$ cat config.mk
export PLATFORM = sky130hd
export DESIGN_NAME = base64_stream_decoder_flat
export DESIGN_NICKNAME = d
export VERILOG_FILES = /design/src/rtl/core/b64sd_pkg.sv /design/src/rtl/core/b64sd_if.sv /design/src/rtl/core/b64sd_front.sv /design/src/rtl/core/b64sd_queue.sv /design/src/rtl/core/b64sd_back.sv /design/src/rtl/core/base64_stream_decoder.sv /design/src/flat_wrapper.sv
export SDC_FILE = /design/constraint.sdc
export NUM_CORES = 1
export LEC_CHECK = 0
export ABC_AREA = 1
export BUFFER_PORTS_ARGS = -buffer_cell sky130_fd_sc_hd__buf_4
export CORE_MARGIN = 4
export CORE_UTILIZATION = 45
export CTS_BUF_LIST = sky130_fd_sc_hd__clkbuf_8
export CTS_CLUSTER_SIZE = 16
export DETAILED_ROUTE_END_ITERATION = 10
export PLACE_DENSITY = 0.59
export SLEW_MARGIN = 20
export SYNTH_ARGS = -nofsm -noshare
export SYNTH_HDL_FRONTEND = slang
export SYNTH_SLANG_ARGS = --single-unit
$ cat constraint.sdc
create_clock -name clock -period 4.47 [get_ports clock]
set_input_delay 0.6705 -clock clock [delete_from_list [all_inputs] [get_ports clock]]
set_output_delay 0.6705 -clock clock [all_outputs]
set_load 0.01 [all_outputs]
$ cat src/rtl/core/b64sd_pkg.sv
// ---------------------------------------------------------------------------
// b64sd_pkg: shared types and constants of the Base64 stream decoder
// Holds the character classification function and the job record that
// passes from the front part to the output part through the queue.
// ---------------------------------------------------------------------------
`default_nettype none

package b64sd_pkg;

   localparam logic [7:0] CHAR_PLUS    = 8'd43;
   localparam logic [7:0] CHAR_SLASH   = 8'd47;
   localparam logic [7:0] CHAR_DIGIT_0 = 8'd48;
   localparam logic [7:0] CHAR_DIGIT_9 = 8'd57;
   localparam logic [7:0] CHAR_UPPER_A = 8'd65;
   localparam logic [7:0] CHAR_UPPER_Z = 8'd90;
   localparam logic [7:0] CHAR_LOWER_A = 8'd97;
   localparam logic [7:0] CHAR_LOWER_Z = 8'd122;

   localparam logic [7:0] LOWER_OFFSET = 8'd71;
   localparam logic [7:0] DIGIT_OFFSET = 8'd4;
   localparam logic [5:0] SEXTET_PLUS  = 6'd62;
   localparam logic [5:0] SEXTET_SLASH = 6'd63;

   localparam logic [1:0] GROUP_FULL   = 2'd3;
   localparam logic [1:0] GROUP_PAIR   = 2'd2;

   typedef struct packed {
      logic       ok;
      logic [5:0] value;
   } sextet_type;

   typedef struct packed {
      logic [23:0] bytes;
      logic [1:0]  count;
      logic        byte_valid;
      logic        stream_done;
   } job_type;

   function automatic sextet_type decode_char(input logic [7:0] c);
      sextet_type s;
      s.ok    = 1'b1;
      s.value = '0;
      if (c inside {[CHAR_UPPER_A:CHAR_UPPER_Z]}) begin
         s.value = 6'(c - CHAR_UPPER_A);
      end else if (c inside {[CHAR_LOWER_A:CHAR_LOWER_Z]}) begin
         s.value = 6'(c - LOWER_OFFSET);
      end else if (c inside {[CHAR_DIGIT_0:CHAR_DIGIT_9]}) begin
         s.value = 6'(c + DIGIT_OFFSET);
      end else if (c == CHAR_PLUS) begin
         s.value = SEXTET_PLUS;
      end else if (c == CHAR_SLASH) begin
         s.value = SEXTET_SLASH;
      end else begin
         s.ok = 1'b0;
      end
      return s;
   endfunction

endpackage

`default_nettype wire

$ cat src/rtl/core/b64sd_if.sv
// ---------------------------------------------------------------------------
// b64sd_if: stream channels of the Base64 stream decoder
// Character channel into the decoder and byte channel out of it.
// ---------------------------------------------------------------------------
`default_nettype none

interface b64sd_char_if;
   logic       valid;
   logic       ready;
   logic [7:0] char_code;
   logic       end_of_text;

   modport source (output valid, output char_code, output end_of_text, input ready);
   modport sink   (input valid, input char_code, input end_of_text, output ready);
endinterface

interface b64sd_byte_if;
   logic       valid;
   logic       ready;
   logic [7:0] byte_value;
   logic       byte_valid;
   logic       run_last;
   logic       stream_done;

   modport source (output valid, output byte_value, output byte_valid,
                   output run_last, output stream_done, input ready);
   modport sink   (input valid, input byte_value, input byte_valid,
                   input run_last, input stream_done, output ready);
endinterface

`default_nettype wire

$ cat src/rtl/core/b64sd_front.sv
// ---------------------------------------------------------------------------
// b64sd_front: character classification and sextet collection
// Accepts one character per cycle while job_ready is high, packs sextets and issues byte jobs.
// ---------------------------------------------------------------------------
`default_nettype none

module b64sd_front (
   input  wire logic                clock,
   input  wire logic                reset,
   input  wire logic                in_valid,
   output logic                     in_ready,
   input  wire logic [7:0]          char_code,
   input  wire logic                end_of_text,
   output logic                     job_valid,
   input  wire logic                job_ready,
   output b64sd_pkg::job_type       job
);

   logic [17:0] hold_ff, hold_in;
   logic [1:0]  count_ff, count_in;
   logic [17:0] shifted;
   logic [1:0]  count_inc;
   logic        accept;
   b64sd_pkg::sextet_type sx;

   assign in_ready = job_ready;
   assign accept   = in_valid && job_ready;

   always_comb begin
      sx        = b64sd_pkg::decode_char(char_code);
      shifted   = {hold_ff[11:0], sx.value};
      count_inc = 2'(count_ff + 2'd1);
      hold_in   = hold_ff;
      count_in  = count_ff;
      job_valid = 1'b0;
      job       = '0;
      if (sx.ok && count_ff == b64sd_pkg::GROUP_FULL) begin
         job_valid        = in_valid;
         job.bytes        = {hold_ff, sx.value};
         job.count        = b64sd_pkg::GROUP_FULL;
         job.byte_valid   = 1'b1;
         job.stream_done  = end_of_text;
         hold_in          = '0;
         count_in         = '0;
      end else begin
         if (sx.ok) begin
            hold_in  = shifted;
            count_in = count_inc;
         end
         if (end_of_text) begin
            job_valid       = in_valid;
            job.stream_done = 1'b1;
            job.byte_valid  = 1'b1;
            if (count_in == b64sd_pkg::GROUP_PAIR) begin
               job.bytes = {hold_in[11:4], 16'd0};
               job.count = 2'd1;
            end else if (count_in == b64sd_pkg::GROUP_FULL) begin
               job.bytes = {hold_in[17:2], 8'd0};
               job.count = 2'd2;
            end else begin
               job.count      = 2'd1;
               job.byte_valid = 1'b0;
            end
            hold_in  = '0;
            count_in = '0;
         end
      end
   end

   always_ff @(posedge clock) begin
      if (reset) begin
         hold_ff  <= '0;
         count_ff <= '0;
      end else if (accept) begin
         hold_ff  <= hold_in;
         count_ff <= count_in;
      end
   end

endmodule

`default_nettype wire

$ cat src/rtl/core/b64sd_queue.sv
// ---------------------------------------------------------------------------
// b64sd_queue: job queue between front and output parts
// Small first-in first-out buffer of byte jobs.
// ---------------------------------------------------------------------------
`default_nettype none

module b64sd_queue #(
   parameter int DEPTH = 4
) (
   input  wire logic                clock,
   input  wire logic                reset,
   input  wire logic                in_valid,
   output logic                     in_ready,
   input  wire b64sd_pkg::job_type  in_job,
   output logic                     out_valid,
   input  wire logic                out_ready,
   output b64sd_pkg::job_type       out_job
);

   localparam int PTR_W = (DEPTH > 1) ? $clog2(DEPTH) : 1;
   localparam int CNT_W = $clog2(DEPTH + 1);
   localparam logic [CNT_W-1:0] FULL_COUNT = CNT_W'(DEPTH);
   localparam logic [PTR_W-1:0] LAST_PTR   = PTR_W'(DEPTH - 1);

   b64sd_pkg::job_type store [DEPTH];
   logic [PTR_W-1:0] wr_ptr_ff, wr_ptr_in;
   logic [PTR_W-1:0] rd_ptr_ff, rd_ptr_in;
   logic [CNT_W-1:0] fill_ff, fill_in;
   logic             push, pop;

   assign in_ready  = fill_ff != FULL_COUNT;
   assign out_valid = fill_ff != '0;
   assign push      = in_valid && in_ready;
   assign pop       = out_valid && out_ready;
   assign out_job   = store[rd_ptr_ff];

   always_comb begin
      wr_ptr_in = wr_ptr_ff;
      rd_ptr_in = rd_ptr_ff;
      fill_in   = fill_ff;
      if (push) begin
         wr_ptr_in = (wr_ptr_ff == LAST_PTR) ? '0 : PTR_W'(wr_ptr_ff + 1'b1);
      end
      if (pop) begin
         rd_ptr_in = (rd_ptr_ff == LAST_PTR) ? '0 : PTR_W'(rd_ptr_ff + 1'b1);
      end
      if (push && !pop) begin
         fill_in = CNT_W'(fill_ff + 1'b1);
      end else if (pop && !push) begin
         fill_in = CNT_W'(fill_ff - 1'b1);
      end
   end

   always_ff @(posedge clock) begin
      if (reset) begin
         wr_ptr_ff <= '0;
         rd_ptr_ff <= '0;
         fill_ff   <= '0;
      end else begin
         wr_ptr_ff <= wr_ptr_in;
         rd_ptr_ff <= rd_ptr_in;
         fill_ff   <= fill_in;
      end
   end

   always_ff @(posedge clock) begin
      if (push) begin
         store[wr_ptr_ff] <= in_job;
      end
   end

endmodule

`default_nettype wire

$ cat src/rtl/core/b64sd_back.sv
// ---------------------------------------------------------------------------
// b64sd_back: byte output sequencer
// Takes jobs from the queue and delivers their bytes one per transaction.
// ---------------------------------------------------------------------------
`default_nettype none

module b64sd_back (
   input  wire logic                clock,
   input  wire logic                reset,
   input  wire logic                job_valid,
   output logic                     job_ready,
   input  wire b64sd_pkg::job_type  job,
   output logic                     out_valid,
   input  wire logic                out_ready,
   output logic [7:0]               byte_value,
   output logic                     byte_valid,
   output logic                     run_last,
   output logic                     stream_done
);

   b64sd_pkg::job_type cur_ff;
   logic       busy_ff, busy_in;
   logic [1:0] index_ff, index_in;
   logic       fire, at_end;

   assign out_valid = busy_ff;
   assign fire      = busy_ff && out_ready;
   assign at_end    = index_ff == 2'(cur_ff.count - 2'd1);
   assign job_ready = !busy_ff || (fire && at_end);

   always_comb begin
      case (index_ff)
         2'd0:    byte_value = cur_ff.bytes[23:16];
         2'd1:    byte_value = cur_ff.bytes[15:8];
         default: byte_value = cur_ff.bytes[7:0];
      endcase
      byte_valid  = cur_ff.byte_valid;
      run_last    = at_end;
      stream_done = at_end && cur_ff.stream_done;
   end

   always_comb begin
      busy_in  = busy_ff;
      index_in = index_ff;
      if (job_ready) begin
         busy_in  = job_valid;
         index_in = '0;
      end else if (fire) begin
         index_in = 2'(index_ff + 2'd1);
      end
   end

   always_ff @(posedge clock) begin
      if (reset) begin
         busy_ff  <= 1'b0;
         index_ff <= '0;
      end else begin
         busy_ff  <= busy_in;
         index_ff <= index_in;
      end
   end

   always_ff @(posedge clock) begin
      if (job_ready && job_valid) begin
         cur_ff <= job;
      end
   end

endmodule

`default_nettype wire

$ cat src/rtl/core/base64_stream_decoder.sv
// ---------------------------------------------------------------------------
// base64_stream_decoder: streaming Base64 decoder
// Decodes a character stream into bytes, dropping non-alphabet characters.
// ---------------------------------------------------------------------------
// The decoder takes one character per cycle on req while its job queue has
// room. Each character that completes a group of four, and each character
// that marks the end of the text, places one job in a queue of QUEUE_DEPTH
// entries; the output sequencer then delivers that job's one to three bytes
// on rsp at one transaction per cycle while rsp is ready, with no gap
// between jobs. Every job is preceded by at least as many characters as it
// has bytes, so the output keeps up with a full-rate input, and the input
// stalls only when rsp is held off long enough to fill the queue. A job
// passes through the queue store and then the sequencer's job register
// before its first byte is offered on rsp. A result is registered and may
// wait on rsp while further characters are accepted.
`default_nettype none

module base64_stream_decoder #(
   parameter int QUEUE_DEPTH = 4
) (
   input  wire logic    clock,
   input  wire logic    reset,
   b64sd_char_if.sink   req,
   b64sd_byte_if.source rsp
);

   b64sd_pkg::job_type front_job, queue_job;
   logic front_valid, front_ready;
   logic queue_valid, queue_ready;

   b64sd_front u_front (
      .clock       (clock),
      .reset       (reset),
      .in_valid    (req.valid),
      .in_ready    (req.ready),
      .char_code   (req.char_code),
      .end_of_text (req.end_of_text),
      .job_valid   (front_valid),
      .job_ready   (front_ready),
      .job         (front_job)
   );

   b64sd_queue #(
      .DEPTH (QUEUE_DEPTH)
   ) u_queue (
      .clock     (clock),
      .reset     (reset),
      .in_valid  (front_valid),
      .in_ready  (front_ready),
      .in_job    (front_job),
      .out_valid (queue_valid),
      .out_ready (queue_ready),
      .out_job   (queue_job)
   );

   b64sd_back u_back (
      .clock       (clock),
      .reset       (reset),
      .job_valid   (queue_valid),
      .job_ready   (queue_ready),
      .job         (queue_job),
      .out_valid   (rsp.valid),
      .out_ready   (rsp.ready),
      .byte_value  (rsp.byte_value),
      .byte_valid  (rsp.byte_valid),
      .run_last    (rsp.run_last),
      .stream_done (rsp.stream_done)
   );

endmodule

`default_nettype wire
$ cat src/flat_wrapper.sv
// flat-port wrapper written by rule: the top's interface ports become plain ports
module base64_stream_decoder_flat 
#(
   parameter int QUEUE_DEPTH = 4
)
  (clock, reset, req_valid, req_char_code, req_end_of_text, req_ready, rsp_valid, rsp_byte_value, rsp_byte_valid, rsp_run_last, rsp_stream_done, rsp_ready);
  b64sd_char_if req_i ();
  b64sd_byte_if rsp_i ();
  input  wire logic clock;
  input  wire logic reset;
  input wire logic [$bits(req_i.valid)-1:0] req_valid;
  input wire logic [$bits(req_i.char_code)-1:0] req_char_code;
  input wire logic [$bits(req_i.end_of_text)-1:0] req_end_of_text;
  output wire logic [$bits(req_i.ready)-1:0] req_ready;
  output wire logic [$bits(rsp_i.valid)-1:0] rsp_valid;
  output wire logic [$bits(rsp_i.byte_value)-1:0] rsp_byte_value;
  output wire logic [$bits(rsp_i.byte_valid)-1:0] rsp_byte_valid;
  output wire logic [$bits(rsp_i.run_last)-1:0] rsp_run_last;
  output wire logic [$bits(rsp_i.stream_done)-1:0] rsp_stream_done;
  input wire logic [$bits(rsp_i.ready)-1:0] rsp_ready;
  assign req_i.valid = req_valid;
  assign req_i.char_code = req_char_code;
  assign req_i.end_of_text = req_end_of_text;
  assign req_ready = req_i.ready;
  assign rsp_valid = rsp_i.valid;
  assign rsp_byte_value = rsp_i.byte_value;
  assign rsp_byte_valid = rsp_i.byte_valid;
  assign rsp_run_last = rsp_i.run_last;
  assign rsp_stream_done = rsp_i.stream_done;
  assign rsp_i.ready = rsp_ready;
  base64_stream_decoder #(.QUEUE_DEPTH(QUEUE_DEPTH)) u_core (.clock(clock), .reset(reset), .req(req_i), .rsp(rsp_i));
endmodule
Word level (Yosys, flattened, before mapping)
Memories as Yosys holds them, arrays and structs flattened. A register that Yosys moved wholly into a read port is not among the register bits.
Index checks and enable logic that the tools add are counted.
{"block": "totals", "latch_bits": 0, "elab_cells": 90, "mem_bits_ro": 0, "ramBits": 112, "inputBits": 13, "out_inout_bits": 13, "regBits": 30, "mem_count": 1}
{"name": "u_core.u_queue.store", "words": 4, "width": 28, "read_ports": 1, "rd_ports_with_merged_regs": 1, "wr": 1, "line": "b64sd_queue.sv:25", "text": "b64sd_pkg::job_type store [DEPTH];"}
{"block": "classes", "order_cmp": 6, "eq_ne": 10, "mux": 33, "div": 0, "bitwise": 0, "reduce_logical": 22, "mul": 0, "n_shift": 0, "n_addsub": 10}
{"cell": "two-way mux 28 bit", "n": 2}
{"cell": "two-way mux 18 bit", "n": 3}
{"cell": "two-way mux 6 bit", "n": 5}
{"cell": "two-way mux 26 bit", "n": 1}
{"cell": "two-way mux 24 bit", "n": 1}
{"cell": "== test 8 x 6 -> 1 bit, second input constant", "n": 2}
{"cell": "greater-or-equal comparator 8 x 7 -> 1 bit, second input constant", "n": 2}
{"cell": "less-or-equal comparator 8 x 7 -> 1 bit, second input constant", "n": 2}
{"cell": "one-hot mux 8 bit (2 select lines)", "n": 1}
{"cell": "two-way mux 2 bit", "n": 7}
{"cell": "logical AND 1 bit", "n": 12}
{"cell": "two-way mux 1 bit", "n": 11}
{"cell": "== test 2 bit, second input constant", "n": 5}
{"cell": "adder 2 x 1 -> 2 bit, second input constant", "n": 4}
{"cell": "greater-or-equal comparator 8 x 6 -> 1 bit, second input constant", "n": 1}
{"cell": "less-or-equal comparator 8 x 6 -> 1 bit, second input constant", "n": 1}
{"cell": "adder 6 x 3 -> 6 bit, second input constant", "n": 1}
{"cell": "two-way mux 3 bit", "n": 2}
{"cell": "nonzero test 3 bit", "n": 2}
{"cell": "subtractor 6 x 1 -> 6 bit, second input constant", "n": 1}
{"cell": "subtractor 6 x 3 -> 6 bit, second input constant", "n": 1}
{"cell": "adder 3 x 1 -> 3 bit, second input constant", "n": 1}
{"cell": "logical NOT 1 bit", "n": 3}
{"cell": "!= test 3 bit, second input constant", "n": 1}
{"cell": "9 further kinds", "n": 9}

Longest topological paths before layout
Gate-level depths: netlist (run 1).
{"block": "logic_depth", "ltp_word": 13, "mapped_depth": 22}

By module
From an unflattened synthesis (run 1), not the netlist that was laid out.
{"block": "hier_totals", "hier_cells": 807, "hier_area_um2": 8127.8}
{"module": "b64sd_queue", "area_per_inst_um2": 4649.5, "cells_per_inst": 340, "seq_area_each_um2": 3543.4, "n_inst": 1}
{"module": "b64sd_front", "area_per_inst_um2": 2245.9, "cells_per_inst": 378, "seq_area_each_um2": 400.4, "n_inst": 1}
{"module": "b64sd_back", "area_per_inst_um2": 1232.4, "cells_per_inst": 89, "seq_area_each_um2": 900.9, "n_inst": 1}

Least setup slack after synthesis (run 1)
OpenSTA, ideal clock, no wires.
{"block": "synth_path", "kind": "input to register", "from": "input port req_char_code[3]", "to": "memory u_core.u_queue.store[0][0] (netlist bit) (enable)", "n_path_buf": 0, "path_stages": 12, "path_slack_ps": 961, "arrival_time_ps": 3096, "required_time_ps": 4057, "setup_time_ps": 413, "path_cell_list": "inv_1 > ha_1 > nand2_1 > nand2_1 > nor2_1 > nor2_4 > nand2_2 > nand3_4 > nand2_4 > nand2_1 > nand2_1 > nor2_1"}
{"block": "synth_between", "elab_chain_len": 11, "elab_cells_between_ends": 21, "classes_between": "order compare: 6; eq/ne: 2; mux: 8; reduce/logical: 5"}
{"element": "start: declaration", "line": "flat_wrapper.sv:12", "text": "input wire logic [$bits(req_i.char_code)-1:0] req_char_code;"}
{"element": "parallel branches: the longest is 5 deep, another holds greater-or-equal comparator 8 x 6 -> 1 bit"}
{"element": "two-way mux 1 bit (*)", "line": "b64sd_pkg.sv:43", "text": "if (c inside {[CHAR_UPPER_A:CHAR_UPPER_Z]}) begin"}
{"element": "logical AND 1 bit (*)", "line": "b64sd_front.sv:37", "text": "if (sx.ok && count_ff == b64sd_pkg::GROUP_FULL) begin"}
{"element": "two-way mux 1 bit (*)", "line": "b64sd_front.sv:37"}
{"element": "logical AND 1 bit (*)", "line": "b64sd_queue.sv:33", "text": "assign push = in_valid && in_ready;"}
{"element": "two-way mux 1 bit (*)", "line": "b64sd_queue.sv:67", "text": "if (push) begin"}
{"element": "two-way mux 1 bit (not written as such) (*)", "line": "b64sd_queue.sv:68", "text": "store[wr_ptr_ff] <= in_job;"}
{"element": "end: declaration", "line": "b64sd_queue.sv:25"}
Every way passes the cells marked *.

Final worst setup path (run 1)
{"block": "layout_path", "from": "input port req_char_code[2]", "to": "register u_core.u_queue.fill_ff[1]"}
{"block": "layout_between", "elab_cells_between_ends": 24, "classes_between": "order compare: 6; eq/ne: 2; mux: 7; reduce/logical: 9"}
{"element": "parallel branches: the longest is 5 deep, another holds greater-or-equal comparator 8 x 6 -> 1 bit"}
{"element": "two-way mux 1 bit (*)", "line": "b64sd_pkg.sv:43"}
{"element": "logical AND 1 bit (*)", "line": "b64sd_front.sv:37"}
{"element": "two-way mux 1 bit (*)", "line": "b64sd_front.sv:37"}
{"element": "logical AND 1 bit (*)", "line": "b64sd_queue.sv:33"}
{"element": "via u_core.u_queue.push", "line": "b64sd_queue.sv:29", "text": "logic push, pop;"}
{"element": "logical AND 1 bit (*)", "line": "b64sd_queue.sv:47", "text": "if (push && !pop) begin"}
{"element": "two-way mux 3 bit (*)", "line": "b64sd_queue.sv:47"}
{"element": "via u_core.u_queue.fill_in[1]", "line": "b64sd_queue.sv:28", "text": "logic [CNT_W-1:0] fill_ff, fill_in;"}
{"element": "end signal: assignment", "line": "b64sd_queue.sv:62", "text": "fill_ff <= fill_in;"}
{"element": "end: declaration", "line": "b64sd_queue.sv:28"}
Mark *: on every way through the listed nets, which the timed path passes.
A chain may end at the register's enable or synchronous reset.

==> results of run 1 <==
## cells in the final DEF (no fill, tap or decap), types with 17 or more instances in the layout
| master | count |
|---|---|
| edfxtp_1 | 140 |
| dfxtp_1 | 30 |
| ha_1 | 18 |
| o22ai_1 | 28 |
| o21ai_0 | 81 |
| nand3_1 | 50 |
| nand2_1 | 157 |
| inv_1 | 69 |
| a21oi_1 | 26 |
| clkbuf_8 | 17 |
| nor2_1 | 117 |
| buf_4 | 34 |
## power by group through the flow
stage / Sequential, mW / Combinational [mW] / Clock [mW]
after floorplan: 2.11 / 0.725 / 0
after global placement: 2.16 / 1.06 / 0
after detailed placement: 2.16 / 1.09 / 0
after CTS: 2.12 / 1.09 / 0.952
after global routing: 2.15 / 1.21 / 1.02
final: 2.12 / 1.07 / 0.927
## registers in the layout, indices dropped and copies added, names as in the netlist
name,cells
u_core.u_back.index_ff,2
u_core.u_queue.wr_ptr_ff,2
u_core.u_queue.store,112
u_core.u_queue.rd_ptr_ff,2
u_core.u_front.hold_ff,18
u_core.u_back.out_valid,1
u_core.u_front.count_ff,2
u_core.u_queue.fill_ff,3
u_core.u_back.cur_ff,27
u_core.u_back.byte_valid,1
## worst max-delay path: stages
cell     delay [ns]
buf_4          0.14
inv_1          0.15
ha_1           0.26
nand2_1        0.11
nand2_1        0.07
nand3_1        0.06
nand2_1        0.06
nand2_1        0.06
nand2_2        0.33
nand3_4        0.35
nand2_4        0.27
nand2_1        0.09
nand2_1        0.24
inv_1          0.10
ha_1           0.20
inv_1          0.11
fa_1           0.41
o21ai_0        0.18
a21oi_1        0.06
## cell families (layout without fill, tap and decap cells)
group	after synthesis	in the layout
DFF	170	170
adders and majority gates	19	19
xor gates and xnor gates	5	5
buffers and inverters	107	139
AOI/OAI and AO/OA	153	153
and+or+nand+nor	352	352
## through the flow
step	hold slack (ns)	setup slack [ns]	utilization, %	power, mW	instance area, µm²
final	0.456	0.895	49.8	4.12	8580
after global routing	0.426	0.566	49.8	4.38	8580
after CTS	0.425	0.927	49.8	4.16	8580
after detailed placement	0.468	0.444	47.8	3.25	8250
after global placement	0.460	0.562	47.8	3.21	8250
after floorplan	0.444	0.961	-	2.84	7860
## final timing paths
check / end / slack (ns) / depth (start not counted)
min reg2reg: u_core.u_front.hold_ff[0] / 0.48 / 2
min: u_core.u_queue.store[3][0] / 0.46 / 1
max: u_core.u_queue.fill_ff[1] / 0.90 / 19
max reg2reg: u_core.u_queue.fill_ff[2] / 1.53 / 14
## Yosys cell counts
cell type / instances
o22ai_1: 28
nand2_2: 9
nand2_1: 157
nand2_4: 2
a32oi_1: 1
o211ai_1: 1
xnor2_1: 1
o21ai_1: 6
buf_6: 1
inv_2: 5
nor2_4: 3
nor2_2: 1
ha_1: 18
edfxtp_1: 140
buf_2: 3
a21oi_2: 2
buf_4: 6
buf_1: 1
inv_1: 68
a22oi_1: 8
fa_1: 1
nor2_1: 121
nand3_1: 50
or2_2: 2
clkbuf_1: 23
o21ai_0: 81
a21oi_1: 26
nand3_4: 2
dfxtp_1: 30
xor2_1: 4
nand3b_1: 5
## cell type report
class / instances / area, µm² / share of cell area [%]
inverter: 73 / 274 / 3.19
multi-input combinational: 529 / 2630 / 30.7
clock buffer: 17 / 234 / 2.73
timing repair buffer: 34 / 255 / 2.97
clock inverter: 15 / 101 / 1.18
tap: 225 / 282 / 3.28
sequential: 170 / 4800 / 56.0
## metal layers
layer  wire length (µm)  global-route usage [%]
met1               7940                    23.9
met2               8750                    32.0
met3                783                    3.65
met4                224                    4.90
met5                  0                       0
==> impl_metrics.yaml, run 1 <==
run_status:
  status: "completed"
worst_hold_path:
  hold_class: "input pin to flop"
  min_from: "req_end_of_text"
power_and_ir_drop:
  leakage_nw: 3.26
  vdd_ir_drop_max_mv: 0.324
  p_clk_share_pct: 22.5
  p_sw_mw: 1.37
  p_int_mw: 2.75
  p_per_area_mw_per_mm2: 480
  power_frac_seq_pct: 51.5
  pwr-share-comb_pct: 26.0
  swShare_pct: 33.1
layout:
  fin_cells: 1063
  diodes: 0
  area_growth_pct: 9.17
  fin_nets: 857
  drive_above_1_share_pct: 11.2
  fill_cells: 1584
synthesis:
  synth_fp_nets: 838
  ys_warn_count: 0
  synth_fa_ha_area_share_pct: 3.12
  synth_cell_type_count: 31
  synth-compound-area-share_pct: 10.6
  synth_top_area_share_pct: 53.5
  synth_top_family_by_area: "simple AND/OR/NAND/NOR gates"
  ys_seq_area_share_pct: 61.1
  muxShareOfSynthArea_pct: 0
  synth-simple-area-share_pct: 19.1
  ys_ff_latch: 170
  synth_area_leaders: "edfxtp_1 (53%), dfxtp_1 (7.6%), nand2_1 (7.5%)"
  synth_top_cell_by_area: "edfxtp_1"
  syn_area_per_cell_um2: 9.75
  syn-instance-count: 806
  syn_area_mm2: 0.00786
  synth-xor-area-share_pct: 0.557
drt:
  antenna_left: 0
  wire_per_inst_um: 16.6
  firstDrtPassIters: 5
  finalWirelength_mm: 17.7
  vias_per_cell: 5.32
  vias: 5659
  drtIter0Drc: 438
  drc: 0
timing:
  maxSlewHeadroom_pct: 34.6
  tns_ns: 0
  period_needed_ns: 3.57
  worst_pin_slew_ns: 0.980
  skew_ns: 0.0135
  finalSetupViolCount: 0
  fmax_ghz: 0.280
  maxSlewViolCount: 0
  min_period_over_period_pct: 80.0
  rsz0062_at_grt: "false"
  finalHoldViolations: 0
clock_tree:
  cts_hold_buf: 0
  cts-root-buf: "clkbuf_8"
  post_cts_resize_count: 0
  cts_tree: "yes"
  clk_latency_ns: 0.45
  path_clk_slew_ns: 0.08
  post-cts-setup-buffer-count: 0
  htreeDepth: 4
  cts.path.max_buffers: 2
  cts_made_buffers: 17
  cts.sinks: 170
worst_setup_path:
  crit_start: "req_char_code[2]"
  startpoint_type: "input pin"
  worstSetupPathType: "input pin to flop"
  required_ns: 4.81
  timing.rr.start: "u_core.u_queue.fill_ff[0]"
  worstPathArrival_ns: 3.91
  worst-path-max-fanout: 26
  crit_path_end_kind: "flop"
grt:
  overflow: 0
  grt_usage_pct: 18.5
  grt_pass1_wl_mm: 28.6
  antenna_found_initial: 0
  grt_pass1_vias: 5488
  grt_max_degree: 58
floorplan:
  io_pins: 26
  initial_core_util_pct: 45.6
  chipWidth_um: 140
  die_h_um: 140
  coreArea_mm2: 0.0172
  rows: 48
  die_area_mm2: 0.0196
placed_design:
  port_buffers: 25
  hpwl_mm: 11.7
  gp_congestion: 0.853
  place_inst: 1031
run:
  maxCapViolCount: 0
No activity file was read; power rests on OpenSTA's default activity.
==> run 2, diff against run 1 <==
--- a/config.mk
+++ b/config.mk
@@ -5,7 +5,7 @@
 export SDC_FILE = /design/constraint.sdc
 export NUM_CORES = 1
 export LEC_CHECK = 0
-export ABC_AREA = 1
+export ABC_AREA = 0
 export BUFFER_PORTS_ARGS = -buffer_cell sky130_fd_sc_hd__buf_4
 export CORE_MARGIN = 4
 export CORE_UTILIZATION = 45
==> constraint.sdc (replaced) <==
create_clock -name clock -period 3.35 [get_ports clock]
set_input_delay 0.5025 -clock clock [delete_from_list [all_inputs] [get_ports clock]]
set_output_delay 0.5025 -clock clock [all_outputs]
set_load 0.01 [all_outputs]
==> run 2 against run 1 <==
Net effect:
- sequential power increased by 34%
- non-clock buffer count increased by 21
- final area decreased by 1.2%
- sequential share of layout area increased by 0.72 points
- via count decreased by 23%
- flip-flop and latch count unchanged
- critical path depth decreased by 5
- routed wire length decreased by 16%
- largest cell class unchanged
- global-route usage decreased by 1.3 points
- largest power group unchanged
- critical path type unchanged
- power increased by 36%
- count of clock-buffer cells in the layout unchanged
==> impl_metrics.yaml, run 2 <==
clock_tree:
  cts_made_buffers: 17
  post_cts_resize_count: 0
  cts.sinks: 170
  path_clk_slew_ns: 0.08
  cts_hold_buf: 0
  cts-root-buf: "clkbuf_8"
  clk_latency_ns: 0.44
  cts.path.max_buffers: 2
  post-cts-setup-buffer-count: 0
  htreeDepth: 4
  cts_tree: "yes"
drt:
  drc: 0
  vias: 4338
  firstDrtPassIters: 5
  antenna_left: 0
  vias_per_cell: 5.54
  wire_per_inst_um: 18.9
  finalWirelength_mm: 14.8
  drtIter0Drc: 493
worst_setup_path:
  startpoint_type: "input pin"
  crit_start: "req_char_code[2]"
  worstSetupPathType: "input pin to flop"
  timing.rr.start: "u_core.u_front.count_ff[0]"
  worstPathArrival_ns: 3.31
  slowest_delay_ns: 0.42
  crit_path_cell_trace: "buf_4 > inv_1 > ha_1 > nor2b_1 > o211a_1 > or2_4 > o211ai_1 > and2_1 > ha_1 > inv_1 > fa_1 > xor2_1 > or3_1 > a21oi_1"
  crit_path_end_kind: "flop"
  rrSetupSlack_ns: 0.60
  cp_num_buf_inv: 3
  cp_top_family: "simple AND/OR/NAND/NOR gates"
  required_ns: 3.72
  worst-path-max-fanout: 5
  slowest_stage: "fa_1"
floorplan:
  initial_core_util_pct: 46.1
  die_area_mm2: 0.0184
  die_h_um: 136
  chipWidth_um: 136
  io_pins: 26
  coreArea_mm2: 0.0159
  rows: 46
grt:
  gr-max-usage-layer: "met2"
  grt_max_degree: 31
  grt_pass1_wl_mm: 24.0
  grt_usage_pct: 17.2
  use_met2_pct: 28.8
  overflow: 0
  grt_pass1_vias: 4419
  met1_usage_pct: 22.8
  globalRouteMet3Util_pct: 3.75
  antenna_found_initial: 0
synthesis:
  synth_edf_count: 140
  syn_area_per_cell_um2: 14.7
  syn_area_mm2: 0.00734
  syn-instance-count: 501
  ys_seq_area_share_pct: 65.4
  synth_top_cell_by_area: "edfxtp_1"
  yosys-top-cells-count: "edfxtp_1 (140), nand2_1 (51), dfxtp_1 (30), mux4_2 (28), nor2_1 (24)"
  synth_area_leaders: "edfxtp_1 (57%), mux4_2 (8.6%), dfxtp_1 (8.2%)"
  synth_most_common_cell: "edfxtp_1"
  synth_cell_type_count: 53
  synth_fp_nets: 533
  ys_ff_latch: 170
  synth_top_area_share_pct: 57.3
  async_flop_share_pct: 0
  ys.flop_type: "edfxtp_1"
  ys_warn_count: 0
power_and_ir_drop:
  power_frac_seq_pct: 50.9
  vdd_ir_drop_max_mv: 0.282
  swShare_pct: 25.9
  p_clk_share_pct: 28.0
  p_per_area_mw_per_mm2: 659
  p_sw_mw: 1.44
  pwr-share-comb_pct: 21.1
  p_int_mw: 4.14
  leakage_nw: 2.90
layout:
  mostFrequentLayoutCells: "edfxtp_1 (140), nand2_1 (51), buf_4 (50)"
  regMostFlops: "u_core.u_queue.store"
  area_growth_pct: 15.5
  largest_reg_flops: 112
  diodes: 0
  fill_cells: 1341
  final_common_cell: "edfxtp_1"
  fin_area_mm2: 0.00848
  fin_nets: 587
  drive_above_1_share_pct: 21.5
  reg_top3: "u_core.u_queue.store: 112 flops, u_core.u_back.cur_ff: 27 flops, u_core.u_front.hold_ff: 18 flops"
timing:
  skew_ns: 0.0141
  rsz0062_at_grt: "false"
  period_needed_ns: 2.94
  finalSetupViolCount: 0
  fmax_ghz: 0.340
  finalWorstSetupSlack_ns: 0.411
  worst_pin_slew_ns: 0.835
  maxSlewViolCount: 0
  min_period_over_period_pct: 87.7
  finalHoldViolations: 0
  maxSlewHeadroom_pct: 44.4
run_status:
  status: "completed"
placed_design:
  dp_slack_ns: -0.0223
  port_buffers: 25
  placed_cell_area_mm2: 0.00804
  hpwl_mm: 10.1
  gp_congestion: 0.843
run:
  maxCapViolCount: 0
worst_hold_path:
  hold_class: "input pin to flop"
  min_from: "req_end_of_text"
[run 2: cell count changes after synthesis, sizes merged, moves of 17 or more]
cell   delta
nand3    -48
mux4     +28
o22ai    -23
o21ai    -66
nand2   -117
inv      -53
nor2    -101
a22o     +17
[run 2: final timing paths]
path                                      to  cells after the start
setup / recovery   u_core.u_queue.fill_ff[2]                     14
hold / removal    u_core.u_queue.store[0][0]                      1
setup reg to reg   u_core.u_queue.fill_ff[2]                     10
hold reg to reg   u_core.u_front.hold_ff[13]                      1
[run 2: stage by stage]
step                      TNS, ns  power, mW  util (%)  cells  hold WS, ns
after floorplan                 0       3.64         -    501        0.443
after global placement          0       4.09      50.3    752        0.459
after detailed placement  -0.0223       4.11      50.4    752        0.462
after CTS                       0       5.66      53.2    783        0.276
after global routing            0       5.89      53.2    783        0.278
final                           0       5.58      53.2    783        0.313
[run 2: worst register-to-register path, stage by stage, from the launching register on]
cell	delay, ns
dfxtp_1	0.53
ha_1	0.27
inv_1	0.09
o211ai_1	0.31
and2_1	0.21
ha_1	0.18
inv_1	0.06
fa_1	0.42
xor2_1	0.18
or3_1	0.30
a21oi_1	0.13
[run 2: logic make-up (layout without fill, tap and decap cells)]
group / after synthesis / in the layout / share of synthesized area [%]
flops: 170 / 170 / 65.4
simple gates: 122 / 122 / 7.86
compound gates: 107 / 107 / 10.6
buf+inv: 40 / 106 / 2.15
mux: 39 / 39 / 10.1
fa+ha+maj: 19 / 19 / 3.34
xor+xnor: 4 / 4 / 0.477
[run 2: metal layers]
layer	routed length (µm)	vias up
met3	540	9
met4	129	0
met5	0	-
met2	7460	107
met1	6650	2160
li1	-	2062
[run 2: final cells by class]
type | instances | area, µm² | area share [%]
repair buffers | 55 | 475 | 5.61
clock buffers | 17 | 234 | 2.76
well taps | 216 | 270 | 3.19
inverters | 20 | 75.1 | 0.886
flip-flops and latches | 170 | 4810 | 56.7
multi-input cells | 291 | 2410 | 28.4
clock inverters | 14 | 205 | 2.42
[run 2: power groups by stage]
stage                     logic (mW)  registers (mW)  clock network, mW
after floorplan                0.869            2.77                  0
after global placement          1.19            2.89                  0
after detailed placement        1.21            2.90                  0
after CTS                       1.21            2.85               1.60
after global routing            1.30            2.89               1.70
final                           1.18            2.84               1.56
